## config.mk

```make
export PLATFORM = sky130hd
export DESIGN_NAME = canonical_kmer_stream
export DESIGN_NICKNAME = d
export VERILOG_FILES = /design/src/design/ckm_pkg.sv /design/src/design/ckm_front.sv /design/src/design/ckm_queue.sv /design/src/design/ckm_back.sv /design/src/design/canonical_kmer_stream.sv
export SDC_FILE = /design/constraint.sdc
export NUM_CORES = 1
export LEC_CHECK = 0
export ABC_AREA = 1
export BUFFER_PORTS_ARGS = -buffer_cell sky130_fd_sc_hd__buf_2
export CAP_MARGIN = 20
export CORE_MARGIN = 5
export CORE_UTILIZATION = 60
export DETAILED_ROUTE_END_ITERATION = 8
export GPL_TIMING_DRIVEN = 0
export PLACE_DENSITY_LB_ADDON = 0.05
export SLEW_MARGIN = 20
export SYNTH_ARGS = -nofsm -noshare
export SYNTH_HDL_FRONTEND = slang
export SYNTH_SLANG_ARGS = --single-unit
export TNS_END_PERCENT = 20
```

## constraint.sdc

```tcl
create_clock -name clk -period 41.2 [get_ports clk]
set_input_delay 8.24 -clock clk [delete_from_list [all_inputs] [get_ports clk]]
set_output_delay 8.24 -clock clk [all_outputs]
set_load 0.02 [all_outputs]
```

## src/design/ckm_pkg.sv

```systemverilog
// package: shared types, base codes and character decode for the canonical k-mer stream
`timescale 1ns / 1ps
`default_nettype none

package ckm_pkg;

  // widest window the output fields carry, and the position field width
  localparam int WIN_MAX_BITS = 102;
  localparam int HIGH_BITS    = 38;
  localparam int LOW_BITS     = 64;
  localparam int POS_OUT_BITS = 32;

  // ascii characters that count as bases
  localparam logic [7:0] CHAR_A = 8'h41;
  localparam logic [7:0] CHAR_C = 8'h43;
  localparam logic [7:0] CHAR_G = 8'h47;
  localparam logic [7:0] CHAR_T = 8'h54;

  // 2-bit base codes
  localparam logic [1:0] BASE_A = 2'd0;
  localparam logic [1:0] BASE_C = 2'd1;
  localparam logic [1:0] BASE_G = 2'd2;
  localparam logic [1:0] BASE_T = 2'd3;

  typedef struct packed {
    logic       ok;
    logic [1:0] code;
  } ckm_base_t;

  // one queued k-mer: both windows zero-extended, plus offset of the newest base
  typedef struct packed {
    logic [WIN_MAX_BITS-1:0] fwd;
    logic [WIN_MAX_BITS-1:0] rc;
    logic [POS_OUT_BITS-1:0] here;
  } ckm_entry_t;

  function automatic ckm_base_t ckm_decode(input logic [7:0] c);
    ckm_base_t r;
    r.ok   = 1'b1;
    r.code = BASE_A;
    unique case (c)
      CHAR_A: r.code = BASE_A;
      CHAR_C: r.code = BASE_C;
      CHAR_G: r.code = BASE_G;
      CHAR_T: r.code = BASE_T;
      default: r.ok = 1'b0;
    endcase
    return r;
  endfunction

endpackage

`default_nettype wire

```

## src/design/ckm_front.sv

```systemverilog
// front: base decode, rolling forward/revcomp windows, run count and record offset
`timescale 1ns / 1ps
`default_nettype none

module ckm_front
  import ckm_pkg::*;
#(
  parameter int KMER_LEN = 51,
  parameter int POS_BITS = 32
) (
  input  wire logic       clk,
  input  wire logic       rst,
  input  wire logic       in_valid,
  output logic            in_ready,
  input  wire logic [7:0] base_char,
  input  wire logic       record_start,
  input  wire logic       q_full,
  output logic            q_push,
  output ckm_entry_t      q_entry
);

  localparam int WIN_BITS = 2 * KMER_LEN;
  localparam int OFF_W    = (POS_BITS < 32) ? POS_BITS : 32;
  localparam int CNT_W    = $clog2(KMER_LEN + 1);

  logic [WIN_BITS-1:0] fwd, fwd_next;
  logic [WIN_BITS-1:0] rc, rc_next;
  logic [CNT_W-1:0]    vcount, vcount_next;
  logic [OFF_W-1:0]    offset, offset_next;

  logic [WIN_BITS-1:0] fwd_base, rc_base;
  logic [CNT_W-1:0]    vcount_base;
  logic [OFF_W-1:0]    here;
  ckm_base_t           dec;
  logic                accept;
  logic                emit;

  assign in_ready = !q_full && !rst;
  assign accept   = in_valid && in_ready;
  assign dec      = ckm_decode(base_char);

  always_comb begin
    // a record start clears the run before this character is taken
    fwd_base    = record_start ? '0 : fwd;
    rc_base     = record_start ? '0 : rc;
    vcount_base = record_start ? '0 : vcount;
    here        = record_start ? '0 : offset;

    offset_next = (here != {OFF_W{1'b1}}) ? here + OFF_W'(1) : here;

    fwd_next    = fwd_base;
    rc_next     = rc_base;
    vcount_next = '0;
    emit        = 1'b0;
    if (dec.ok) begin
      fwd_next    = WIN_BITS'({fwd_base, dec.code});
      rc_next     = (rc_base >> 2) | (WIN_BITS'(~dec.code) << (WIN_BITS - 2));
      vcount_next = (vcount_base < CNT_W'(KMER_LEN)) ? vcount_base + CNT_W'(1)
                                                      : vcount_base;
      emit        = (vcount_next == CNT_W'(KMER_LEN));
    end
  end

  always_ff @(posedge clk) begin
    if (rst) begin
      fwd    <= '0;
      rc     <= '0;
      vcount <= '0;
      offset <= '0;
    end else if (accept) begin
      fwd    <= fwd_next;
      rc     <= rc_next;
      vcount <= vcount_next;
      offset <= offset_next;
    end
  end

  assign q_push       = accept && emit;
  assign q_entry.fwd  = WIN_MAX_BITS'(fwd_next);
  assign q_entry.rc   = WIN_MAX_BITS'(rc_next);
  assign q_entry.here = POS_OUT_BITS'(here);

endmodule

`default_nettype wire

```

## src/design/ckm_queue.sv

```systemverilog
// two-entry queue between front and back
`timescale 1ns / 1ps
`default_nettype none

module ckm_queue
  import ckm_pkg::*;
(
  input  wire logic       clk,
  input  wire logic       rst,
  input  wire logic       push,
  input  wire ckm_entry_t push_entry,
  input  wire logic       pop,
  output logic            full,
  output logic            avail,
  output ckm_entry_t      head
);

  ckm_entry_t mem [2];
  logic       wr_ptr;
  logic       rd_ptr;
  logic [1:0] count;

  assign full  = (count == 2'd2);
  assign avail = (count != 2'd0);
  assign head  = mem[rd_ptr];

  always_ff @(posedge clk) begin
    if (push) begin
      mem[wr_ptr] <= push_entry;
    end
  end

  always_ff @(posedge clk) begin
    if (rst) begin
      wr_ptr <= 1'b0;
      rd_ptr <= 1'b0;
      count  <= 2'd0;
    end else begin
      if (push) begin
        wr_ptr <= !wr_ptr;
      end
      if (pop) begin
        rd_ptr <= !rd_ptr;
      end
      case ({push, pop})
        2'b10:   count <= count + 2'd1;
        2'b01:   count <= count - 2'd1;
        default: count <= count;
      endcase
    end
  end

endmodule

`default_nettype wire

```

## src/design/ckm_back.sv

```systemverilog
// back: canonical select, start position and output register
`timescale 1ns / 1ps
`default_nettype none

module ckm_back
  import ckm_pkg::*;
#(
  parameter int KMER_LEN = 51
) (
  input  wire logic         clk,
  input  wire logic         rst,
  input  wire logic         q_avail,
  input  wire ckm_entry_t   q_head,
  output logic              q_pop,
  output logic              m_tvalid,
  input  wire logic         m_tready,
  output logic [135:0]      m_tdata
);

  localparam logic [POS_OUT_BITS-1:0] SPAN = POS_OUT_BITS'(KMER_LEN - 1);

  logic [WIN_MAX_BITS-1:0] canon;
  logic [POS_OUT_BITS-1:0] start;
  logic                    load;

  assign load  = q_avail && (!m_tvalid || m_tready);
  assign q_pop = load;

  always_comb begin
    // equal windows fall through to forward, which is the same code
    canon = (q_head.rc < q_head.fwd) ? q_head.rc : q_head.fwd;
    start = (q_head.here >= SPAN) ? q_head.here - SPAN : '0;
  end

  always_ff @(posedge clk) begin
    if (rst) begin
      m_tvalid <= 1'b0;
    end else if (load) begin
      m_tvalid <= 1'b1;
    end else if (m_tready) begin
      m_tvalid <= 1'b0;
    end
  end

  always_ff @(posedge clk) begin
    if (load) begin
      m_tdata <= {2'b00, start, canon[LOW_BITS-1:0],
                  canon[WIN_MAX_BITS-1:LOW_BITS]};
    end
  end

endmodule

`default_nettype wire

```

## src/design/canonical_kmer_stream.sv

```systemverilog
// top level: canonical k-mer stream, front window unit, queue and back select
// path: an accepted base word's k-mer goes through the queue and then the output register to the master side
// throughput: one base word per cycle while the queue is not full, set by the window update in the front
// the two-entry queue ahead of the back compare lets the output stall without stopping the input until it is full
// reset: synchronous, clears both windows, run count, record offset, queue and output valid
// s_tready is held low while rst is high
`timescale 1ns / 1ps
`default_nettype none

module canonical_kmer_stream
  import ckm_pkg::*;
#(
  parameter int KMER_LEN = 51,  // bases per k-mer, 1 to 51
  parameter int POS_BITS = 32   // offset counter width, limited to 32; the offset saturates at all ones
) (
  input  wire logic         clk,
  input  wire logic         rst,
  // input words: one ascii character each
  input  wire logic         s_tvalid,
  output logic              s_tready,
  input  wire logic [7:0]   s_tdata,   // [7:0] base_char
  input  wire logic         s_tuser,   // [0] record_start
  // output words: one canonical k-mer each
  output logic              m_tvalid,
  input  wire logic         m_tready,
  output logic [135:0]      m_tdata    // [37:0] kmer_high, [101:38] kmer_low,
                                       // [133:102] kmer_position, [135:134] zero
);

  // front to queue
  logic       q_full;
  logic       q_push;
  ckm_entry_t q_entry;

  // queue to back
  logic       q_avail;
  logic       q_pop;
  ckm_entry_t q_head;

  // front: decodes the character, rolls both windows on every accepted base,
  // and queues a k-mer for each base while a full run of valid bases is held
  ckm_front #(
    .KMER_LEN (KMER_LEN),
    .POS_BITS (POS_BITS)
  ) u_front (
    .clk          (clk),
    .rst          (rst),
    .in_valid     (s_tvalid),
    .in_ready     (s_tready),
    .base_char    (s_tdata),
    .record_start (s_tuser),
    .q_full       (q_full),
    .q_push       (q_push),
    .q_entry      (q_entry)
  );

  // short queue decouples window updates from output back-pressure
  ckm_queue u_queue (
    .clk        (clk),
    .rst        (rst),
    .push       (q_push),
    .push_entry (q_entry),
    .pop        (q_pop),
    .full       (q_full),
    .avail      (q_avail),
    .head       (q_head)
  );

  // back: wide compare picks the smaller window, start offset is backed off
  // by the k-mer length less one, result lands in the output register
  ckm_back #(
    .KMER_LEN (KMER_LEN)
  ) u_back (
    .clk      (clk),
    .rst      (rst),
    .q_avail  (q_avail),
    .q_head   (q_head),
    .q_pop    (q_pop),
    .m_tvalid (m_tvalid),
    .m_tready (m_tready),
    .m_tdata  (m_tdata)
  );

endmodule

`default_nettype wire

```

==> flow_summary.toml <==
[sta]
slew-limit-headroom_pct = 39.9
setup_violations = 0
finClkSkew_ns = 0.0365
rsz0062_at_grt = "false"
hold_viol = 0
fin_crit_sh_pct = 41.3
max_freq_ghz = 0.0587
slew_viol_final = 0
setup_tns_ns = 0
tightest_slew_ns = 0.902
whs_ns = 0.463
min_period_ns = 17.04

[power_and_ir_drop]
p_sw_share_pct = 34.3
p_int_mw = 1.83
total_power_mw = 2.78
p_sw_uw = 956
p_comb_share_pct = 31.4
power_frac_clock_pct = 30.7
p_per_area_mw_per_mm2 = 61.0
p_seq_share_pct = 37.9
irDropWorstVdd_mv = 0.0465
p_leak_nw = 18.3

[global_routing]
grt_util_all_layers_pct = 27.5
grt_overflow = 0
grt_pass1_wl_um = 157000
grt_max_degree = 91
grt_pass1_vias = 28900
antenna_found_initial = 4

[floorplanning]
ioPinCount = 151
die_w_um = 269
die_h_um = 269
start_util_pct = 60.8
die-area_mm2 = 0.0721
core_mm2 = 0.0660
num_rows = 94

[critical_path]
endpoint_kind = "output pin"
startpoint_type = "input pin"
path_class = "in -> out"
r2r_end = "u_back.m_tdata[79]$_DFFE_PP_"
reg2reg_slack_ns = 35.48
ff2ff_path_depth = 20
arrival_ns = 8.80
critical_path.max_fanout = 2
cp_data_required_time_ns = 32.96

[cells_and_area]
antenna_cells = 0
fin_area_mm2 = 0.0457
synthToLayoutAreaGrowth_pct = 13.9
fin_nets = 4879
fin_util_pct = 69.2
drive_gt1_share_pct = 11.9

[synth]
synth_cells = 4502
synthSimpleGateAreaFrac_pct = 21.6
synth_compound_gate_area_share_pct = 9.37
netlist_top_cells_area = "edfxtp_1 45%, nand2_1 13%, dfxtp_1 12%"
ys_ff_latch = 854
seq_area_frac_synth_pct = 57.7
yosysUniqueCellTypes = 43
yosys.area.top_type = "edfxtp_1"
yosys_warnings = 0
yosysTopAreaCellShare_pct = 45.4
syn-cell-area_mm2 = 0.0401
avgSynthCellArea_um2 = 8.91
synth_fa_ha_area_share_pct = 3.28
synth_top_family_by_area = "simple AND/OR/NAND/NOR gates"
yosys.area_share.xor_xnor_pct = 0.611
synth_mux_area_share_pct = 0

[clock_tree]
cts_resized = 0
cts_root_buffer = "clkbuf_16"
clock_path_buffers = 3
clock_sinks = 854
clk_pin_slew_worst_paths_ns = 0.06
cts_inserted_buffers = 88
htreeDepth = 3
postCtsSetupRepairBufs = 0
clock_latency_ns = 0.65
cts_hold_buf = 0
cts_tree = "yes"

[detailed_routing]
dr.pass1.iters = 6
avgRoutedWirePerCell_um = 17.7
dr_total_vias = 31200
wirelength_um = 101000
viasPerCell = 5.48
drc_errors = 0
drt_iter0_markers = 2754
antenna_left = 0

[min_path]
whs_path_depth = 2
min-delay-start = "u_front.offset[26]$_SDFFE_PP0P_"
holdPathEnd = "u_front.offset[26]$_SDFFE_PP0P_"
hp-class = "reg -> reg"

[status]
status = "finished clean"

[placement]
io_buffers = 147
gp_congestion = 0.906
dp_hpwl_um = 71000
placed_area_mm2 = 0.0425

[run]
maxCapViolations = 0
==> cell type report <==
type                       count  area (um^2)
buffer                       241         1130
clock buffer                 112         2460
clock inverter                54          698
fill                        5247        20300
inverter                     493         1860
multi-input combinational   2915        14000
sequential                   854        23200
tap                          864         1080
timing repair buffer         168         1300
==> per-layer routing <==
layer | routed length [um] | part of all wire, % | GRT usage, %
met1 | 43500 | 43 | 38.8
met2 | 46600 | 46 | 44.7
met3 | 7740 | 7.7 | 3.81
met4 | 3130 | 3.1 | 8.84
met5 | 0 | 0 | 0
==> cells in the mapped netlist <==
library cell	count
conb_1	1
or2_1	7
o21bai_1	2
nand2_4	1
o21ai_1	25
o211ai_1	1
clkinv_1	1
nand3_1	171
a21boi_0	3
o21ai_0	323
nand3b_1	10
nand2_1	1422
buf_6	9
or2_0	1
nor2_4	9
o21a_1	2
clkbuf_1	118
a21oi_1	91
nor3b_1	1
a31oi_1	96
xnor2_1	8
or2_2	104
buf_1	17
xor2_1	20
ha_1	105
dfxtp_1	248
inv_4	1
edfxtp_1	606
o21ai_2	10
nor3_1	13
nand4_1	10
buf_4	12
nor2_1	351
inv_1	485
nand2_2	4
inv_2	5
a21oi_2	1
clkinv_2	1
a21o_1	5
and2_1	2
o31ai_1	102
nor2_2	13
buf_2	85
==> flip-flops by register name, summed over array words and instances, names as in the netlist, named ones only <==
name	flops
u_back.m_tdata	134
u_back.m_tvalid	1
u_front.fwd	102
u_front.offset	32
u_front.rc	102
u_front.vcount	6
u_queue.count	2
u_queue.mem	472
u_queue.rd_ptr	1
u_queue.wr_ptr	1
==> power by group through the flow <==
stage	sequential, mW	combinational, mW	clock [mW]
after detailed placement	1.07	0.867	0
after global routing	1.06	0.971	0.906
after CTS	1.06	0.876	0.864
final	1.06	0.875	0.854
after floorplan	1.17	0.479	0
after global placement	1.11	0.823	0
==> cell usage in the layout, fill, tap and decap left out, types with 8 or more instances in the layout <==
| cell | Yosys | layout |
|---|---|---|
| buf_4 | 12 | 12 |
| buf_6 | 9 | 9 |
| xnor2_1 | 8 | 8 |
| inv_1 | 485 | 484 |
| xor2_1 | 20 | 20 |
| nand4_1 | 10 | 10 |
| nor2_1 | 351 | 350 |
| a21oi_1 | 91 | 90 |
| clkinvlp_4 | 0 | 11 |
| buf_1 | 17 | 17 |
| nor2_4 | 9 | 10 |
| nand2_1 | 1422 | 1422 |
| or2_2 | 104 | 104 |
| o21ai_1 | 25 | 25 |
| buf_16 | 0 | 19 |
| o21ai_0 | 323 | 323 |
| o31ai_1 | 102 | 102 |
| dfxtp_1 | 248 | 248 |
| o21ai_2 | 10 | 10 |
| ha_1 | 105 | 105 |
| nor2_2 | 13 | 13 |
| clkbuf_16 | 0 | 94 |
| clkbuf_1 | 118 | 130 |
| nor3_1 | 13 | 13 |
| nand3b_1 | 10 | 10 |
| buf_2 | 85 | 232 |
| edfxtp_1 | 606 | 606 |
| clkinv_2 | 1 | 20 |
| bufinv_16 | 0 | 16 |
| a31oi_1 | 96 | 96 |
| nand3_1 | 171 | 171 |
==> cells by family after synthesis <==
family / Yosys count
and+or+nand+nor: 2119
DFF: 854
buffers and inverters: 734
AOI/OAI and AO/OA: 661
adders and majority gates: 105
xor gates and xnor gates: 28
other: 1
==> per-stage QoR <==
stage	cells	setup WS [ns]
2_1_floorplan	4503	21.08
3_3_place_gp	5514	14.83
3_5_place_dp	5535	24.18
4_1_cts	5701	24.17
5_1_grt	5701	24.12
6_report	5701	24.16
==> critical path, stage by stage <==
cell	delay, ns
buf_2	0.14
a21oi_2	0.21
buf_2	0.21
==> worst max path at each step <==
stage | startpoint | endpoint | cells past startpoint
after floorplan | s_tuser | u_queue.mem[0][0]$_DFFE_PP_ | 12
after global placement | rst | u_queue.mem[0][25]$_DFFE_PP_ | 9
after global routing | rst | s_tready | 3
after CTS | rst | s_tready | 3
after detailed placement | rst | s_tready | 3
final | rst | s_tready | 3
No activity file was read; power rests on OpenSTA's default activity.
